<file path="config.mk">
export PLATFORM = sky130hd
export DESIGN_NAME = shortest_elapsed_first_scheduler
export DESIGN_NICKNAME = d
export VERILOG_FILES = /design/src/sefs_pkg.sv /design/src/shortest_elapsed_first_scheduler.sv /design/src/sefs_cell.sv
export SDC_FILE = /design/constraint.sdc
export NUM_CORES = 1
export LEC_CHECK = 0
export ABC_AREA = 1
export BUFFER_PORTS_ARGS = -buffer_cell sky130_fd_sc_hd__buf_4
export CORE_ASPECT_RATIO = 0.5
export CORE_MARGIN = 5
export CORE_UTILIZATION = 45
export CTS_CLUSTER_SIZE = 28
export DETAILED_ROUTE_END_ITERATION = 8
export GPL_ROUTABILITY_DRIVEN = 0
export MAX_ROUTING_LAYER = met4
export PLACE_DENSITY = 0.62
export SLEW_MARGIN = 20
export SYNTH_ARGS = -nofsm -noshare
export SYNTH_HDL_FRONTEND = slang
export SYNTH_HIERARCHICAL = 1
export SYNTH_SLANG_ARGS = --single-unit
</file>
<file path="constraint.sdc">
create_clock -name clock -period 23.9 [get_ports clock]
set_input_delay 7.17 -clock clock [delete_from_list [all_inputs] [get_ports clock]]
set_output_delay 7.17 -clock clock [all_outputs]
set_load 0.01 [all_outputs]
</file>
<file path="src/sefs_pkg.sv">
package sefs_pkg;

   // Default sizing
   localparam int MAX_THREADS_DEF = 16;
   localparam int COUNT_BITS_DEF  = 16;

   // Thread identifier width is fixed by the item format
   localparam int ID_BITS = 4;

   // Command opcodes
   localparam logic [1:0] OP_CREATE = 2'd0;
   localparam logic [1:0] OP_TICK   = 2'd1;
   localparam logic [1:0] OP_EXIT   = 2'd2;

   typedef struct packed {
      logic [1:0]         opcode;
      logic [ID_BITS-1:0] thread_id;
   } req_type;

   typedef struct packed {
      logic [ID_BITS-1:0] running_id;
      logic               running_valid;
      logic               queue_full;
   } rsp_type;

   // What every cell of the ready row does in an update cycle
   typedef enum logic [1:0] {
      CELL_HOLD,
      CELL_INSERT,
      CELL_POP,
      CELL_POP_INSERT
   } cell_mode_type;

   typedef struct packed {
      cell_mode_type      mode;
      logic [ID_BITS-1:0] ins_id;
   } cell_ctl_type;

endpackage

</file>
<file path="src/shortest_elapsed_first_scheduler.sv">
// A command accepted at one edge is held in the command register and executed in
// the ready row's update cycle; the result of that cycle is registered onto rsp_* with rsp_strobe.
// A new command is taken only while busy is low: busy is high during the update
// cycle of the ready row and drops while the result is shown.
// Reset (synchronous): no thread running, ready row empty; the row's cells keep
// stale contents that are never read. The receiver cannot stall.
module shortest_elapsed_first_scheduler import sefs_pkg::*; #(
   parameter int MAX_THREADS = MAX_THREADS_DEF,
   parameter int COUNT_BITS  = COUNT_BITS_DEF
) (
   input  logic    clock,
   input  logic    reset,
   input  logic    start,
   output logic    busy,
   input  req_type req_data,
   output logic    rsp_strobe,
   output rsp_type rsp_data
);

   localparam int SIZE_BITS = $clog2(MAX_THREADS + 1);
   localparam logic [SIZE_BITS-1:0]  SIZE_FULL = SIZE_BITS'(MAX_THREADS);
   localparam logic [COUNT_BITS-1:0] COUNT_MAX = {COUNT_BITS{1'b1}};

   // Command register: holds the item for its update cycle
   logic    pend_ff, pend_in;
   req_type cmd_ff, cmd_in;

   // Running slot
   logic                  run_valid_ff, run_valid_in;
   logic [ID_BITS-1:0]    run_id_ff, run_id_in;
   logic [COUNT_BITS-1:0] run_count_ff, run_count_in;

   // Ready row occupancy (entries 0 .. size-1 hold the sorted queue)
   logic [SIZE_BITS-1:0] size_ff, size_in;

   // Result register
   logic    rsp_strobe_ff, rsp_strobe_in;
   rsp_type rsp_ff, rsp_in;

   // Cell row
   cell_ctl_type          ctl;
   logic [COUNT_BITS-1:0] ins_cnt;
   logic                  cell_stay [MAX_THREADS];
   logic [ID_BITS-1:0]    cell_id   [MAX_THREADS];
   logic [COUNT_BITS-1:0] cell_cnt  [MAX_THREADS];

   logic                  head_occ;
   logic [COUNT_BITS-1:0] tick_cnt;
   logic                  full;

   assign busy       = pend_ff;
   assign rsp_strobe = rsp_strobe_ff;
   assign rsp_data   = rsp_ff;

   assign head_occ = (size_ff != '0);
   // elapsed count saturates at all ones
   assign tick_cnt = (run_count_ff == COUNT_MAX) ? run_count_ff
                                                 : run_count_ff + COUNT_BITS'(1);

   // Each cell compares against the broadcast count and picks from itself or a
   // neighbor; cell 0 sees an always-staying left edge, the last cell an empty right.
   for (genvar i = 0; i < MAX_THREADS; i++) begin : g_cell
      logic                  l_stay, r_stay;
      logic [ID_BITS-1:0]    l_id, r_id;
      logic [COUNT_BITS-1:0] l_cnt, r_cnt;
      logic                  occ;

      assign occ = (SIZE_BITS'(i) < size_ff);

      if (i == 0) begin : g_left_edge
         assign l_stay = 1'b1;
         assign l_id   = '0;
         assign l_cnt  = '0;
      end else begin : g_left
         assign l_stay = cell_stay[i-1];
         assign l_id   = cell_id[i-1];
         assign l_cnt  = cell_cnt[i-1];
      end

      if (i == MAX_THREADS - 1) begin : g_right_edge
         assign r_stay = 1'b0;
         assign r_id   = '0;
         assign r_cnt  = '0;
      end else begin : g_right
         assign r_stay = cell_stay[i+1];
         assign r_id   = cell_id[i+1];
         assign r_cnt  = cell_cnt[i+1];
      end

      sefs_cell #(
         .COUNT_BITS (COUNT_BITS)
      ) u_cell (
         .clock      (clock),
         .ctl        (ctl),
         .ins_cnt    (ins_cnt),
         .occ        (occ),
         .left_stay  (l_stay),
         .left_id    (l_id),
         .left_cnt   (l_cnt),
         .right_stay (r_stay),
         .right_id   (r_id),
         .right_cnt  (r_cnt),
         .stay       (cell_stay[i]),
         .id         (cell_id[i]),
         .cnt        (cell_cnt[i])
      );
   end

   // Update cycle. Invariant: with no thread running the row is empty, so a create
   // while idle goes straight to the running slot.
   always_comb begin
      pend_in       = pend_ff;
      cmd_in        = cmd_ff;
      run_valid_in  = run_valid_ff;
      run_id_in     = run_id_ff;
      run_count_in  = run_count_ff;
      size_in       = size_ff;
      rsp_strobe_in = 1'b0;
      rsp_in        = rsp_ff;
      ctl.mode      = CELL_HOLD;
      ctl.ins_id    = cmd_ff.thread_id;
      ins_cnt       = '0;
      full          = 1'b0;

      if (pend_ff) begin
         pend_in = 1'b0;
         case (cmd_ff.opcode)
            OP_CREATE: begin
               if (size_ff == SIZE_FULL) begin
                  full = 1'b1;
               end else if (!run_valid_ff) begin
                  run_valid_in = 1'b1;
                  run_id_in    = cmd_ff.thread_id;
                  run_count_in = '0;
               end else begin
                  ctl.mode = CELL_INSERT;
                  size_in  = size_ff + SIZE_BITS'(1);
               end
            end
            OP_TICK: begin
               ctl.ins_id = run_id_ff;
               ins_cnt    = tick_cnt;
               if (run_valid_ff) begin
                  if (head_occ && (cell_cnt[0] <= tick_cnt)) begin
                     // head takes over, old runner requeued behind its peers
                     ctl.mode     = CELL_POP_INSERT;
                     run_id_in    = cell_id[0];
                     run_count_in = cell_cnt[0];
                  end else begin
                     run_count_in = tick_cnt;
                  end
               end
            end
            OP_EXIT: begin
               if (run_valid_ff) begin
                  if (head_occ) begin
                     ctl.mode     = CELL_POP;
                     run_id_in    = cell_id[0];
                     run_count_in = cell_cnt[0];
                     size_in      = size_ff - SIZE_BITS'(1);
                  end else begin
                     run_valid_in = 1'b0;
                     run_id_in    = '0;
                     run_count_in = '0;
                  end
               end
            end
            default: begin
               ctl.mode = CELL_HOLD;
            end
         endcase
         rsp_strobe_in        = 1'b1;
         rsp_in.running_id    = run_valid_in ? run_id_in : '0;
         rsp_in.running_valid = run_valid_in;
         rsp_in.queue_full    = full;
      end else if (start) begin
         pend_in = 1'b1;
         cmd_in  = req_data;
      end
   end

   always_ff @(posedge clock) begin
      if (reset) begin
         pend_ff       <= 1'b0;
         run_valid_ff  <= 1'b0;
         run_id_ff     <= '0;
         run_count_ff  <= '0;
         size_ff       <= '0;
         rsp_strobe_ff <= 1'b0;
      end else begin
         pend_ff       <= pend_in;
         run_valid_ff  <= run_valid_in;
         run_id_ff     <= run_id_in;
         run_count_ff  <= run_count_in;
         size_ff       <= size_in;
         rsp_strobe_ff <= rsp_strobe_in;
      end
   end

   always_ff @(posedge clock) begin
      cmd_ff <= cmd_in;
      rsp_ff <= rsp_in;
   end

   // Every executed command produces exactly one result the next cycle
   a_pend_strobe: assert property (@(posedge clock) disable iff (reset)
      pend_ff |=> rsp_strobe_ff)
      else $error("update cycle without result");

   a_strobe_single: assert property (@(posedge clock) disable iff (reset)
      rsp_strobe_ff |-> !pend_ff)
      else $error("result overlaps a pending command");

   a_size_bound: assert property (@(posedge clock) disable iff (reset)
      size_ff <= SIZE_FULL)
      else $error("ready row overflow");

   a_idle_empty: assert property (@(posedge clock) disable iff (reset)
      !run_valid_ff |-> (size_ff == '0))
      else $error("queued threads while idle");

   a_full_flag: assert property (@(posedge clock) disable iff (reset)
      (rsp_strobe_ff && rsp_ff.queue_full) |-> ($past(size_ff) == SIZE_FULL))
      else $error("queue_full without full row");

endmodule

</file>
<file path="src/sefs_cell.sv">
module sefs_cell import sefs_pkg::*; #(
   parameter int COUNT_BITS = COUNT_BITS_DEF
) (
   input  logic                  clock,
   input  cell_ctl_type          ctl,
   input  logic [COUNT_BITS-1:0] ins_cnt,
   input  logic                  occ,
   input  logic                  left_stay,
   input  logic [ID_BITS-1:0]    left_id,
   input  logic [COUNT_BITS-1:0] left_cnt,
   input  logic                  right_stay,
   input  logic [ID_BITS-1:0]    right_id,
   input  logic [COUNT_BITS-1:0] right_cnt,
   output logic                  stay,
   output logic [ID_BITS-1:0]    id,
   output logic [COUNT_BITS-1:0] cnt
);

   logic [ID_BITS-1:0]    id_ff, id_in;
   logic [COUNT_BITS-1:0] cnt_ff, cnt_in;

   // Entry stays ahead of the new item when its count is not greater
   assign stay = occ && (cnt_ff <= ins_cnt);
   assign id   = id_ff;
   assign cnt  = cnt_ff;

   always_comb begin
      id_in  = id_ff;
      cnt_in = cnt_ff;
      case (ctl.mode)
         CELL_HOLD: begin
            id_in  = id_ff;
            cnt_in = cnt_ff;
         end
         CELL_INSERT: begin
            if (stay) begin
               id_in  = id_ff;
               cnt_in = cnt_ff;
            end else if (left_stay) begin
               id_in  = ctl.ins_id;
               cnt_in = ins_cnt;
            end else begin
               id_in  = left_id;
               cnt_in = left_cnt;
            end
         end
         CELL_POP: begin
            id_in  = right_id;
            cnt_in = right_cnt;
         end
         CELL_POP_INSERT: begin
            // row shifts toward the head, new item lands behind its peers
            if (right_stay) begin
               id_in  = right_id;
               cnt_in = right_cnt;
            end else if (stay) begin
               id_in  = ctl.ins_id;
               cnt_in = ins_cnt;
            end else begin
               id_in  = id_ff;
               cnt_in = cnt_ff;
            end
         end
         default: begin
            id_in  = id_ff;
            cnt_in = cnt_ff;
         end
      endcase
   end

   always_ff @(posedge clock) begin
      id_ff  <= id_in;
      cnt_ff <= cnt_in;
   end

endmodule

</file>
==> Word-level counts from Yosys, hierarchy flattened <==
Cells that the tools add are included.
{ "totals": {"regBits": 360, "input_bits": 9, "output_inout_bits": 8} }
{ "op_classes": {"magnitude_cmp": 33, "addsub": 3, "n_eq_ne": 15, "n_mux": 135, "bitwise": 2, "n_reduce_logical": 28} }
{ "op_table": {"columns": ["operator", "count"], "rows": [
  ["$pmux W16 S3", 17],
  ["$mux W16", 41],
  ["$le A16 B16 Y1", 17],
  ["$pmux W4 S3", 17],
  ["$mux W4", 39],
  ["$lt A4 B5 Y1 const A", 8],
  ["$lt A3 B5 Y1 const A", 4],
  ["$mux W5", 4],
  ["$logic_and A1 B1 Y1", 17],
  ["$add A16 B1 Y16 const B", 1],
  ["$eq A16 B16 Y1 const B", 1],
  ["$ne A2 B2 Y1 const B", 8],
  ["$reduce_and A6 Y1", 2],
  ["$lt A1 B5 Y1 const A", 2],
  ["$lt A2 B5 Y1 const A", 2],
  ["$pmux W5 S2", 1],
  ["$mux W1", 9],
  ["$mux W2", 4],
  ["$eq A2 B2 Y1 const B", 3],
  ["$mux W6", 1],
  ["$pmux W2 S3", 1],
  ["$reduce_and A2 Y1", 3],
  ["$add A5 B1 Y5 const B", 1],
  ["$eq A5 B5 Y1 const B", 1],
  ["other kinds (9)", 12]
]} }

==> Logic depth before layout (Yosys ltp) <==
Gate-level depths: netlist of run 1.
{ "depth": {"word_depth": 11, "ltp_mapped": 29, "mapped_depth_nobuf": 28} }

==> Hierarchy <==
Netlist of run 1, hierarchy kept.
{ "modules_own_cells": {"columns": ["mod", "instances", "cells_per_inst", "seq_area_each_um2", "area_per_inst_um2"], "rows": [
  ["sefs_cell", 16, 182, 600.6, 1555.2],
  ["shortest_elapsed_first_scheduler", 1, 507, 920.9, 3463.3]
]} }

==> Worst setup path before layout of run 1 <==
Ideal clock, no wire load.
{ "synth_path": {"path_type": "input port to flip-flop", "startpoint": "in start", "endpoint": "reg cmd_ff[0] (netlist bit) (enable)", "path_slack_ns": 16.065, "arrival_time_ns": 7.485, "stages": 2, "path_buffers": 0, "required_time_ns": 23.550, "path_cell_list": "inv_1 -> nor2_1"} }
{ "synth_between": {"elab_chain_cells": 1} }
{ "synth_lines": {"columns": ["element", "line", "rtl"], "rows": [
  ["from (decl)", "shortest_elapsed_first_scheduler.sv:13", "input logic start,"],
  ["$reduce_and A2 Y1 (no line)", null, null],
  ["to (signal assigned)", "shortest_elapsed_first_scheduler.sv:201", "cmd_ff <= cmd_in;"],
  ["to (decl)", "shortest_elapsed_first_scheduler.sv:26", "req_type cmd_ff, cmd_in;"]
]} }
Every way passes these cells.
A chain may end at the register's enable or synchronous reset.

==> Worst setup path after layout of run 1 <==
{ "layout_path": {"startpoint": "reg pend_ff (netlist: busy)", "endpoint": "out busy"} }
{ "layout_lines": {"columns": ["element", "line", "rtl"], "rows": [
  ["from (decl)", "shortest_elapsed_first_scheduler.sv:25", "logic pend_ff, pend_in;"],
  ["from (signal assigned)", "shortest_elapsed_first_scheduler.sv:191", "pend_ff <= pend_in;"],
  ["to (decl)", "shortest_elapsed_first_scheduler.sv:14", "output logic busy,"]
]} }
No word-level cell between the ends.

==> results of run 1 <==
-- cell families after synthesis --
| family | count (synthesis) |
|---|---|
| xor gates and xnor gates | 12 |
| DFF | 360 |
| buffers and inverters | 867 |
| muxes | 2 |
| other | 2 |
| adders and majority gates | 280 |
| AOI/OAI and AO/OA | 628 |
| and+or+nand+nor | 1268 |
-- metrics by stage --
stage	instance area [um2]	hold slack [ns]	setup WS [ns]	util	std cells
after floorplan	28500	0.459	16.06	-	3459
after global placement	29000	0.470	15.88	0.463	4222
after detailed placement	29000	0.478	15.86	0.463	4222
after CTS	30200	0.489	15.27	0.481	4291
after global routing	30200	0.520	15.19	0.482	4291
final	30200	0.490	15.30	0.482	4291
-- cell usage in the layout (no fill, tap or decap), types with 20 or more instances in the layout --
| cell | instances |
|---|---|
| a21oi_1 | 203 |
| conb_1 | 42 |
| nor2_1 | 295 |
| nand2_1 | 693 |
| o211ai_2 | 64 |
| o221ai_1 | 80 |
| nor3_1 | 20 |
| nand4_1 | 29 |
| buf_4 | 38 |
| edfxtp_1 | 332 |
| dfxtp_1 | 28 |
| inv_1 | 745 |
| o21ai_0 | 129 |
| o221ai_2 | 96 |
| clkbuf_16 | 39 |
| nand3_1 | 167 |
| ha_1 | 280 |
-- state kept, by name, indices dropped and copies added (netlist names) --
signal	flops
g_cell.u_cell/cnt	256
g_cell.u_cell/id	64
run_count_ff	16
cmd_ff	6
rsp_data	6
size_ff	5
run_id_ff	4
busy	1
rsp_strobe	1
run_valid_ff	1
-- routing by layer --
metal	track usage	routed length, um	vias to the layer above
met1	0.293	34500	10796
met5	-	0	-
li1	-	-	11394
met3	0.0209	3030	108
met4	0.0444	1450	0
met2	0.354	33900	513
-- where the power goes --
part / switching [mW] / internal, mW
clock network: 0.266 / 0.308
logic: 0.0248 / 0.0118
registers: 0.00355 / 0.684
total: 0.294 / 1.00
-- layout make-up --
class | count | area, um2 | share of cell area
inverter | 755 | 2830 | 0.0939
timing repair buffer | 38 | 285 | 0.00945
multi-input combinational | 2232 | 14400 | 0.476
tap | 837 | 1050 | 0.0347
clock buffer | 52 | 1040 | 0.0346
sequential | 360 | 10500 | 0.349
clock inverter | 17 | 87.6 | 0.00290
-- worst paths after layout --
path                          from                   endpoint  cells after the start
setup / recovery              busy                       busy                      1
hold / removal    run_count_ff[15]           run_count_ff[15]                      2
setup reg to reg   run_count_ff[0]  g_cell[11].u_cell/cnt[12]                     22
hold reg to reg   run_count_ff[15]           run_count_ff[15]                      2
==> out/qor.yml, run 1 <==
critPathArrivalTime_ns: 1.43
tns_ns: 0
tightest_slew_ns: 1.09
route.vias.total: 22811
cts-buffers-inserted: 39
wire_per_inst_um: 17.0
cp_top_family: "flip-flops"
syn-instance-count: 3419
syn_avg_cell_area_um2: 8.29
post-route-drc-count: 0
cp_data_required_time_ns: 16.73
drt-pass1-iter-count: 7
cts_tree: "yes"
grt_pass1_vias: 22046
synth_area_um2: 28300
synthFlopType: "edfxtp_1"
synthAdderAreaFrac: 0.124
antenna_found_initial: 0
hold_buffers: 0
ant_nets: 0
cts_root_buf: "clkbuf_16"
crit_buf_inv: 1
skew_ns: 0.0173
fp-row-count: 65
wirelength_um: 72900
place_hpwl_um: 55100
rsz0062_at_grt: "false"
io_pins: 17
final_layout_size_suffix_gt1_frac: 0.103
crit_type: "reg2out"
grt_max_degree: 65
synthDominantCellAreaShare: 0.352
slowest_delay_ns: 0.66
synth_mux_area_frac: 0.000794
yosys.area_share.simple: 0.187
clkTransAtPathRegs_ns: 0.06
postCtsSetupBuffers: 0
synth_edf_count: 332
hold_viol: 0
worst_hold_path_type: "reg2reg"
synth_top_family_by_area: "simple AND/OR/NAND/NOR gates"
fin_crit_ns: 8.60
clkLatencyLatePin_ns: 0.56
clkSinkCount: 360
grt_remaining_overflow: 0
worst-r2r-setup-slack_ns: 18.38
async_flop_share: 0
fmax_mhz: 116
peakVddDrop_mv: 0.0395
finalCritPeriodShare: 0.360
synthTopCellsByCount: "inv_1 (745), nand2_1 (693), edfxtp_1 (332)"
antenna_cells: 0
yosysMostFrequentCell: "inv_1"
cp_cell_sequence: "buf_4"
ys_warn_count: 6
core_area_um2: 62700
path_max_fanout: 15
ctsResizeCount: 0
cp-end-kind: "output pin"
status: "finished, final reports clean"
track_usage: 0.216
die_h_um: 187
drv_slew: 0
drt-initial-drc-count: 1701
yosys.area.top_type: "edfxtp_1"
p_leak_nw: 12.2
ys_seq_elements: 360
synth_xor_area_frac: 0.00424
yosysSeqAreaShare: 0.371
synth_compound_area_frac: 0.183
grt_first_pass_wirelength_um: 118000
synth.area.top_cells: "edfxtp_1 (35%), ha_1 (12%), inv_1 (9.9%)"
portBuffers: 16
total_power_mw: 1.30
startpoint_type: "register"
htreeDepth: 2
fillers: 6003
maxCapViolations: 0
yosysUniqueCellTypes: 45
final_nets: 3715
area_growth_pct: 6.52
setup_viol: 0
p_per_area_nw_per_um2: 43.0
clockBufferDepth: 3
crit_slowest_cell: "dfxtp_1"
dieWidth_um: 365
routed_via_density: 5.32
dieArea_um2: 68400
initial_utilization: 0.452
relSlewSlack: 0.271
Note: power is estimated with default switching activity, not from simulation.
==> run 2, diff against run 1 <==
==> constraint.sdc (replaced) <==
create_clock -name clock -period 8.5 [get_ports clock]
set_input_delay 2.55 -clock clock [delete_from_list [all_inputs] [get_ports clock]]
set_output_delay 2.55 -clock clock [all_outputs]
set_load 0.01 [all_outputs]
==> run 2 against run 1 <==
  * Flip-flop and latch count is the same
  * Final cell count is essentially flat
  * Critical endpoint is now g_cell[4].u_cell/cnt[10]
  * Hold slack gained 0.034 ns
  * Global-route usage grew 3.3 points
  * Combinational power grew to 3.0 times the previous value
  * Cell area grew 0.35%
  * First-iteration DRC count grew 46%
  * Clock power grew to 3.0 times the previous value
  * Routed wire length grew 16%
  * Sequential power grew to 2.8 times the previous value
  * Setup slack lost 13 ns
==> out/qor.yml, run 2 (synthesis gave the netlist of run 1 again) <==
io_pins: 17
mostFrequentLayoutCell: "inv_1"
routed_via_density: 5.57
postCtsSetupBuffers: 0
wire_per_inst_um: 19.7
clkTransAtPathRegs_ns: 0.06
grt_first_pass_wirelength_um: 130000
final_cell_mix: "inv_1 (745), nand2_1 (693), edfxtp_1 (332)"
die_h_um: 187
skew_ns: 0.0180
fillers: 6042
wirelength_um: 84600
dpl_cell_area_um2: 29100
post-route-drc-count: 0
fmax_mhz: 165
cts_tree: "yes"
final_layout_size_suffix_gt1_frac: 0.104
cts_root_buf: "clkbuf_16"
ant_nets: 0
route.vias.total: 23890
finalCritPeriodShare: 0.713
cp-end-kind: "register"
core_area_um2: 62700
hold_viol: 0
final_nets: 3715
worst_hold_path_type: "reg2reg"
p_per_area_nw_per_um2: 124
grt_pass1_vias: 22667
cpMostUsedCell: "inv_1"
rsz0062_at_grt: "false"
maxCapViolations: 0
initial_utilization: 0.452
crit_type: "reg2reg"
drt-pass1-iter-count: 6
htreeDepth: 2
cp_top_family: "simple AND/OR/NAND/NOR gates"
crit_buf_inv: 4
p_leak_nw: 12.3
worst-r2r-setup-slack_ns: 2.44
antenna_cells: 0
dieWidth_um: 365
relSlewSlack: 0.177
clkSinkCount: 360
track_usage: 0.249
setup_viol: 0
status: "finished, final reports clean"
ctsResizeCount: 0
largest_reg_flops: 256
clockBufferDepth: 3
hold_buffers: 0
critPathArrivalTime_ns: 6.06
dieArea_um2: 68400
tns_ns: 0
place_hpwl_um: 62500
crit_slowest_cell: "nand3_1"
slowest_delay_ns: 0.90
area_growth_pct: 6.89
drt-initial-drc-count: 2487
antenna_found_initial: 0
fp-row-count: 65
startpoint_type: "register"
portBuffers: 16
cp_cell_sequence: "ha_1 -> nand2_1 -> inv_1 -> nand3_2 -> nor2_4 -> nand4_2 -> nand2_2 -> xor2_2 -> inv_1 -> ha_1 -> nand4_1 -> nor3_2 -> nand3_1 -> nand2_1 -> nand3_2 -> a21oi_1 -> buf_4 -> inv_1 -> o21ai_4 -> nand3_1"
grt_remaining_overflow: 0
path_max_fanout: 20
fin_crit_ns: 6.06
tightest_slew_ns: 1.23
cp_data_required_time_ns: 8.49
final_area_um2: 30300
peakVddDrop_mv: 0.123
clkLatencyLatePin_ns: 0.57
drv_slew: 0
grt_max_degree: 33
cts-buffers-inserted: 39
## run 2: path summary, 6_finish.rpt
kind                         from                  endpoint  cells past startpoint
setup / recovery  run_count_ff[1]  g_cell[4].u_cell/cnt[10]                     20
hold / removal    run_count_ff[2]           run_count_ff[2]                      2
setup reg to reg  run_count_ff[1]  g_cell[4].u_cell/cnt[10]                     20
hold reg to reg   run_count_ff[2]           run_count_ff[2]                      2
## run 2: worst reg2reg max path, delay by kind of cell (launching register included)
kind | cells | cell delay [ns]
AOI/OAI and AO/OA | 2 | 1.10
DFF | 1 | 0.38
xor gates and xnor gates | 1 | 0.16
buffers and inverters | 4 | 0.71
and+or+nand+nor | 11 | 2.61
adders and majority gates | 2 | 0.52
## run 2: power by group
part | internal [mW] | switching, mW
registers | 1.92 | 0.0108
clock network | 0.949 | 0.760
logic | 0.0332 | 0.0759
## run 2: metal layers
| layer | vias to the layer above | part of all wire | track usage |
|---|---|---|---|
| met5 | - | 0 | - |
| met4 | 0 | 0.020 | 0.0537 |
| met3 | 105 | 0.082 | 0.0383 |
| met2 | 903 | 0.44 | 0.375 |
| met1 | 11483 | 0.46 | 0.356 |
| li1 | 11399 | - | - |
## run 2: stage by stage
stage	util	setup WS (ns)	instances	power, mW	hold WS (ns)
global route	0.483	2.10	4292	3.87	0.548
global placement	0.463	2.75	4222	2.07	0.485
floorplan	-	0.911	3459	2.04	0.459
finish	0.483	2.44	4292	3.75	0.524
CTS	0.483	2.61	4292	3.78	0.520
detailed placement	0.463	2.64	4222	2.08	0.508
## run 2: layout make-up
cell class                      count  area (um2)  area share
Sequential cell                   360       10500       0.348
Timing Repair Buffer               38         298     0.00983
Clock inverter                     22         201     0.00665
Tap cell                          837        1050      0.0346
Clock buffer                       48        1020      0.0337
Multi-Input combinational cell   2232       14400       0.474
Inverter                          755        2830      0.0935
